## src/hdl/rorb_pkg.sv

```systemverilog
package rorb_pkg;

   localparam int WINDOW       = 32;
   localparam int PAYLOAD_BITS = 32;

   localparam int SEQ_W   = 32;
   localparam int DATA_W  = 32;
   localparam int IDX_W   = (WINDOW > 1) ? $clog2(WINDOW) : 1;
   // stored width: input word kept to its low PAYLOAD_BITS bits
   localparam int STORE_W = (PAYLOAD_BITS < DATA_W) ? PAYLOAD_BITS : DATA_W;

   localparam logic [SEQ_W-1:0] SEQ_RESET     = SEQ_W'(1);
   localparam logic [SEQ_W-1:0] SEQ_LAST      = {SEQ_W{1'b1}};
   localparam logic [IDX_W-1:0] IDX_RESET     = IDX_W'(1 % WINDOW);
   localparam logic [IDX_W-1:0] IDX_LAST      = IDX_W'(WINDOW - 1);

   typedef logic [IDX_W-1:0]   idx_type;
   typedef logic [STORE_W-1:0] store_data_type;

   typedef struct packed {
      logic [SEQ_W-1:0]  seq_num;
      logic [DATA_W-1:0] payload;
   } req_type;

   typedef struct packed {
      logic [SEQ_W-1:0]  out_seq;
      logic [DATA_W-1:0] out_payload;
      logic              run_last;
   } rsp_type;

   typedef struct packed {
      logic    wr_en;
      idx_type wr_idx;
      logic    rd_en;
      idx_type rd_idx;
      idx_type nx_idx;
   } slot_cmd_type;

   typedef struct packed {
      logic cur_valid;
      logic next_valid;
   } slot_stat_type;

   typedef enum logic [1:0] {
      ST_IDLE  = 2'b01,
      ST_DRAIN = 2'b10
   } state_type;

   // (a + b) mod WINDOW for a, b < WINDOW
   function automatic idx_type idx_add(input idx_type a, input idx_type b);
      logic [IDX_W:0] sum;
      sum = {1'b0, a} + {1'b0, b};
      if (sum >= (IDX_W+1)'(WINDOW)) begin
         sum = sum - (IDX_W+1)'(WINDOW);
      end
      return sum[IDX_W-1:0];
   endfunction

endpackage

```

## src/hdl/rorb_slot_store.sv

```systemverilog
module rorb_slot_store (
   input  logic                    clock,
   input  logic                    reset,
   input  rorb_pkg::slot_cmd_type  cmd,
   input  rorb_pkg::store_data_type wr_data,
   output rorb_pkg::slot_stat_type stat,
   output rorb_pkg::store_data_type rd_data
);

   logic [rorb_pkg::WINDOW-1:0] valid_ff;
   logic [rorb_pkg::WINDOW-1:0] valid_in;
   rorb_pkg::store_data_type    mem [rorb_pkg::WINDOW];
   rorb_pkg::store_data_type    rd_data_ff;

   always_comb begin
      valid_in = valid_ff;
      if (cmd.wr_en) begin
         valid_in[cmd.wr_idx] = 1'b1;
      end
      if (cmd.rd_en) begin
         valid_in[cmd.rd_idx] = 1'b0;
      end
   end

   always_ff @(posedge clock) begin
      if (reset) begin
         valid_ff <= '0;
      end else begin
         valid_ff <= valid_in;
      end
   end

   always_ff @(posedge clock) begin
      if (cmd.wr_en) begin
         mem[cmd.wr_idx] <= wr_data;
      end
      if (cmd.rd_en) begin
         rd_data_ff <= mem[cmd.rd_idx];
      end
   end

   assign stat.cur_valid  = valid_ff[cmd.rd_idx];
   assign stat.next_valid = valid_ff[cmd.nx_idx];
   assign rd_data         = rd_data_ff;

endmodule

```

## src/hdl/rorb_window_unit.sv

```systemverilog
module rorb_window_unit (
   input  logic [rorb_pkg::SEQ_W-1:0] seq_num,
   input  logic [rorb_pkg::SEQ_W-1:0] expected,
   input  rorb_pkg::idx_type          exp_idx,
   output logic                       in_window,
   output rorb_pkg::idx_type          slot_idx
);

   logic [rorb_pkg::SEQ_W:0] diff;

   // borrow out of the subtract means already released
   assign diff = {1'b0, seq_num} - {1'b0, expected};

   assign in_window = (seq_num != '0) && (expected != '0) && !diff[rorb_pkg::SEQ_W]
                      && (diff[rorb_pkg::SEQ_W-1:0] < rorb_pkg::SEQ_W'(rorb_pkg::WINDOW));

   // seq mod WINDOW, derived from the tracked index of expected
   assign slot_idx = rorb_pkg::idx_add(exp_idx, diff[rorb_pkg::IDX_W-1:0]);

endmodule

```

## src/hdl/in_order_release_reorder_buffer.sv

```systemverilog
// channel | direction | handshake            | payload
// req     | in        | req_valid/req_ready  | rorb_pkg::req_type  (seq_num, payload)
// rsp     | out       | rsp_valid/rsp_ready  | rorb_pkg::rsp_type  (out_seq, out_payload, run_last)
//
// A dropped item is taken without leaving idle; a stored item that releases nothing enters
// the drain state and returns to idle. An item that releases a run drains its N results,
// one slot read a cycle through the single payload memory port while rsp does not stall.
// req_ready is low while a run drains; the last result may wait in the output
// register while the next item is taken. Reset is synchronous, no clearing pass.
module in_order_release_reorder_buffer (
   input  logic              clock,
   input  logic              reset,
   input  logic              req_valid,
   output logic              req_ready,
   input  rorb_pkg::req_type req_data,
   output logic              rsp_valid,
   input  logic              rsp_ready,
   output rorb_pkg::rsp_type rsp_data
);

   rorb_pkg::state_type        state_ff, state_in;
   logic [rorb_pkg::SEQ_W-1:0] expected_ff, expected_in;
   rorb_pkg::idx_type          exp_idx_ff, exp_idx_in;
   rorb_pkg::idx_type          count_ff, count_in;
   logic [rorb_pkg::SEQ_W-1:0] out_seq_ff, out_seq_in;
   logic                       run_last_ff, run_last_in;
   logic                       rsp_valid_ff, rsp_valid_in;

   rorb_pkg::slot_cmd_type     cmd;
   rorb_pkg::slot_stat_type    stat;
   rorb_pkg::store_data_type   rd_data;
   rorb_pkg::idx_type          wr_idx;
   rorb_pkg::idx_type          nx_idx;
   logic                       in_window;
   logic                       accept;
   logic                       out_free;
   logic                       load;
   logic                       last;

   rorb_window_unit u_window (
      .seq_num   (req_data.seq_num),
      .expected  (expected_ff),
      .exp_idx   (exp_idx_ff),
      .in_window (in_window),
      .slot_idx  (wr_idx)
   );

   assign req_ready = (state_ff == rorb_pkg::ST_IDLE);
   assign accept    = req_valid && req_ready;
   assign out_free  = !rsp_valid_ff || rsp_ready;
   assign nx_idx    = rorb_pkg::idx_add(exp_idx_ff, rorb_pkg::IDX_W'(1));
   assign load      = (state_ff == rorb_pkg::ST_DRAIN) && stat.cur_valid && out_free;
   // run ends at a gap, at WINDOW results, or when sequence space runs out
   assign last      = !stat.next_valid || (count_ff == rorb_pkg::IDX_LAST)
                      || (expected_ff == rorb_pkg::SEQ_LAST);

   assign cmd.wr_en  = accept && in_window;
   assign cmd.wr_idx = wr_idx;
   assign cmd.rd_en  = load;
   assign cmd.rd_idx = exp_idx_ff;
   assign cmd.nx_idx = nx_idx;

   rorb_slot_store u_store (
      .clock   (clock),
      .reset   (reset),
      .cmd     (cmd),
      .wr_data (req_data.payload[rorb_pkg::STORE_W-1:0]),
      .stat    (stat),
      .rd_data (rd_data)
   );

   always_comb begin
      state_in     = state_ff;
      expected_in  = expected_ff;
      exp_idx_in   = exp_idx_ff;
      count_in     = count_ff;
      out_seq_in   = out_seq_ff;
      run_last_in  = run_last_ff;
      rsp_valid_in = rsp_valid_ff;
      if (rsp_valid_ff && rsp_ready) begin
         rsp_valid_in = 1'b0;
      end
      unique case (state_ff)
         rorb_pkg::ST_IDLE: begin
            if (accept && in_window) begin
               state_in = rorb_pkg::ST_DRAIN;
               count_in = '0;
            end
         end
         rorb_pkg::ST_DRAIN: begin
            if (!stat.cur_valid) begin
               state_in = rorb_pkg::ST_IDLE;
            end else if (out_free) begin
               out_seq_in   = expected_ff;
               run_last_in  = last;
               rsp_valid_in = 1'b1;
               expected_in  = expected_ff + rorb_pkg::SEQ_W'(1);
               exp_idx_in   = nx_idx;
               count_in     = count_ff + rorb_pkg::IDX_W'(1);
               if (last) begin
                  state_in = rorb_pkg::ST_IDLE;
               end
            end
         end
         default: begin
            state_in = rorb_pkg::ST_IDLE;
         end
      endcase
   end

   always_ff @(posedge clock) begin
      if (reset) begin
         state_ff     <= rorb_pkg::ST_IDLE;
         expected_ff  <= rorb_pkg::SEQ_RESET;
         exp_idx_ff   <= rorb_pkg::IDX_RESET;
         count_ff     <= '0;
         rsp_valid_ff <= 1'b0;
      end else begin
         state_ff     <= state_in;
         expected_ff  <= expected_in;
         exp_idx_ff   <= exp_idx_in;
         count_ff     <= count_in;
         rsp_valid_ff <= rsp_valid_in;
      end
   end

   always_ff @(posedge clock) begin
      out_seq_ff  <= out_seq_in;
      run_last_ff <= run_last_in;
   end

   assign rsp_valid            = rsp_valid_ff;
   assign rsp_data.out_seq     = out_seq_ff;
   assign rsp_data.out_payload = rorb_pkg::DATA_W'(rd_data);
   assign rsp_data.run_last    = run_last_ff;

endmodule

```

## config.mk

```make
export PLATFORM = sky130hd
export DESIGN_NAME = in_order_release_reorder_buffer
export DESIGN_NICKNAME = d
export VERILOG_FILES = /design/src/hdl/rorb_pkg.sv /design/src/hdl/rorb_slot_store.sv /design/src/hdl/rorb_window_unit.sv /design/src/hdl/in_order_release_reorder_buffer.sv
export SDC_FILE = /design/constraint.sdc
export NUM_CORES = 1
export LEC_CHECK = 0
export CELL_PAD_IN_SITES_DETAIL_PLACEMENT = 1
export CELL_PAD_IN_SITES_GLOBAL_PLACEMENT = 2
export CORE_UTILIZATION = 50
export DETAILED_ROUTE_END_ITERATION = 10
export DONT_BUFFER_PORTS = 1
export GPL_TIMING_DRIVEN = 0
export MAX_ROUTING_LAYER = met4
export PLACE_DENSITY_LB_ADDON = 0.25
export SYNTH_ARGS = -nofsm -noshare
export SYNTH_HDL_FRONTEND = slang
export SYNTH_HIERARCHICAL = 1
export SYNTH_SLANG_ARGS = --single-unit
```

## constraint.sdc

```tcl
create_clock -name clock -period 17.45 [get_ports clock]
set_clock_uncertainty 0.15 [all_clocks]
set_input_delay 0.8725 -clock clock [delete_from_list [all_inputs] [get_ports clock]]
set_output_delay 0.8725 -clock clock [all_outputs]
set_load 0.03 [all_outputs]
```

==> metrics.txt <==
status=complete, but fails checks; failing checks=max-capacitance violations, max-slew violations; Sink Count=roughly 1.2k; WHS=between 0.09 and 0.1 ns; Most used DFF post-synth=edfxtp_1; Ports=between 100 and 150; clock slew at reported path FFs=roughly 0.06 ns; final instance area=around 0.053 mm²; die height=about 310 µm; post-route insts no fill=just under 4k; commonest non-fill, non-tap cell in the layout=edfxtp_1; pwr dens=105 mW/mm²; Final TNS setup=0 ns; DRC viols=0; vias=~26k; unrepaired setup endpoints after global routing=false; CTS Hold Bufs=0; H-Tree Depth=3; worst skew pair latency=0.72 ns; CTS resizes=0; worst vdd ir=between 0.00009 and 0.0001 V; largest net degree at the start of global routing=40; Slowest Stage Delay on Critical Path=roughly 0.97 ns; top-area cell type share of the netlist area=0.704; placed cell count=around 3.7k; flop and latch count out of synthesis=roughly 1.2k; Layout area overhead=15.1%; First DRT Iteration DRCs=between 3k and 4k; worst setup path endpoint=u_store/valid_ff[12]$_SDFF_PP0_; CP Cell Sequence=inv_1, ha_1, buf_4, a21oi_1, a32oi_1, and2b_1, nor4_1, nand3_1, and4b_1, o2111ai_1, a2111oi_2, nand4_1, nor4_2, nand3_1, inv_1, or3b_1, clkbuf_1, nor2_4, buf_12, nor2_1, a211oi_1; post-synth cell types=80; fill count=7850; vias in the first global route=27.0k; Worst R2R Start=expected_ff[25]$_SDFFE_PP0P_; GPL Wtd Cong=between 0.8 and 0.9; GRT Util Overall=0.324; post-CTS setup buffers=0; Antenna Nets Post-Route=0; # nets final=roughly 2.7k; syn_area_per_cell=about 19 µm²; Worst-Margin Slew=between 1.5 and 2 ns; final period utilization=0.418; WS Path Type=flop to flop; Starting Density=0.506; metal3 WL=14700 µm; antenna violations before repair=4; Synth Instances=2403; reg2reg end=u_store/valid_ff[12]$_SDFF_PP0_; peak fanout along the critical path=17; Die Area=between 0.09 and 0.1 mm²; row cnt=111; Netlist Area Pre-Place=0.0464 mm²; setup violators final=0; Clock Tree Buf Depth=3; P_leak=~0.017 µW; area leader, netlist=edfxtp_1; post-route minimum period=around 7.3 ns; first element of the critical path=expected_ff[25]$_SDFFE_PP0P_; Die Width=just over 300 µm; slowest stage cell on the critical path=nor2_4; Crit. End Element=flop; first-pass GRT wire length=around 200000 µm; Data arrival, critical path=between 7 and 8 ns; startpoint types=flop; syn nets=between 2k and 3k; share of cells above drive strength 1=0.227; f_max=roughly 140 MHz; Metal-1 WL=~54000 µm; Worst R2R Path Depth=21; total grt overflow=0; CTS root buffer=clkbuf_16; Routed wire per std cell=between 30 and 40 µm; most frequent cells in the layout=edfxtp_1, mux4_2, a22oi_1; placed inst area=0.0496 mm²; Core Footprint=0.0918 mm²; Seq/Total Area, Yosys=0.738; top post-synthesis cells by area=edfxtp_1, mux4_2, dfxtp_1, a22oi_1, ha_1; final wirelength=~150000 µm; Vias/cell=6.74; hold crit path type=primary input to flop; DR WL met2=a little over 70000 µm; endpoints failing hold=0; max layer used=met4; Ys Warns=6; ys async rst share=0; FF-to-FF setup slack=slightly above 10 ns; Max transition margin=-0.0383; drt pass-1 iters=5; fin. max-slew vios=45; Required @ worst endpoint=between 15 and 20 ns; number of enable flip-flop cells after synthesis=roughly 1.1k; CTS tree=done; DP HPWL=between 90000 and 100000 µm; cts bufs inserted=~110; Max-Cap Viols=4; PortBufs=0; fin util=0.582
==> logic make-up after synthesis <==
group / count (synthesis) / share of synthesized area
AOI/OAI and AO/OA: 300 / 0.0471
buffers and inverters: 167 / 0.0175
adders and majority gates: 42 / 0.0116
xor gates and xnor gates: 53 / 0.0100
and+or+nand+nor: 389 / 0.0434
muxes: 286 / 0.133
DFF: 1166 / 0.738
==> flip-flops by register name, indices dropped and copies added (netlist names) <==
name	count
expected_ff	32
run_last_ff	1
out_seq_ff	32
u_store/rd_data	32
count_ff	5
rsp_valid	1
exp_idx_ff	5
u_store/mem	1024
u_store/valid_ff	32
state_ff	2
==> power breakdown <==
group          switching (µW)  internal, µW  total (µW)
registers         0.000000135          3050        3050
logic                    46.2          23.9        70.1
clock network            1070          1450        2520
==> cell usage after synthesis, drive strengths merged, types with 6 or more instances <==
cell type	n
nand2b	10
a211oi	43
and3	6
nand3b	6
a22oi	137
mux2i	20
o21a	6
nand3	30
ha	40
nor2	131
o21ai	26
nor3b	6
nand2	55
xnor2	32
xor2	21
clkbuf	58
nor2b	8
edfxtp	1089
mux4	264
or3	9
nand4	56
a21oi	43
inv	47
nor3	13
and4	6
buf	61
dfxtp	77
nor4	31
a21o	12
==> stage by stage <==
stage	total power [µW]	setup slack (ns)
2_1_floorplan	3160	11.42
3_3_place_gp	3170	7.19
3_5_place_dp	3180	9.92
4_1_cts	5660	10.02
5_1_grt	5750	9.66
6_report	5640	10.15
==> final cells by class <==
| class | instances | area (µm²) | area share |
|---|---|---|---|
| clock inverter | 69 | 817 | 0.0153 |
| clock buffer | 141 | 3010 | 0.0563 |
| buffer | 119 | 634 | 0.0119 |
| antenna | 4 | 10.0 | 0.000187 |
| tap | 1243 | 1560 | 0.0291 |
| timing repair buffer | 58 | 1350 | 0.0252 |
| multi-input combinational | 1070 | 11600 | 0.218 |
| inverter | 48 | 180 | 0.00337 |
| sequential | 1166 | 34200 | 0.641 |
==> worst max-delay path, delay by kind of cell (launching register included) <==
| family | cells | cell delay (ns) |
|---|---|---|
| compound gates | 5 | 1.02 |
| fa+ha+maj | 1 | 0.33 |
| buf+inv | 5 | 1.47 |
| flops | 1 | 0.53 |
| simple gates | 10 | 3.70 |
==> routing by layer <==
metal,track usage,vias up
li1,-,10300
met1,0.414,14000
met2,0.515,1728
met3,0.0590,356
met4,0.132,0
met5,-,-
==> how the worst min path moves through the flow <==
stage	start	end	slack, ns	depth (start not counted)
after floorplan	count_ff[4]$_SDFFE_PP0P_	count_ff[4]$_SDFFE_PP0P_	0.30	2
after global placement	count_ff[4]$_SDFFE_PP0P_	count_ff[4]$_SDFFE_PP0P_	0.31	2
after detailed placement	count_ff[4]$_SDFFE_PP0P_	count_ff[4]$_SDFFE_PP0P_	0.33	2
after CTS	req_data[14]	u_store/mem[31][14]$_DFFE_PP_	0.06	0
after global routing	req_data[18]	u_store/mem[30][18]$_DFFE_PP_	0.07	0
final	req_data[18]	u_store/mem[18][18]$_DFFE_PP_	0.09	0
No activity file was read; power rests on OpenSTA's default activity.
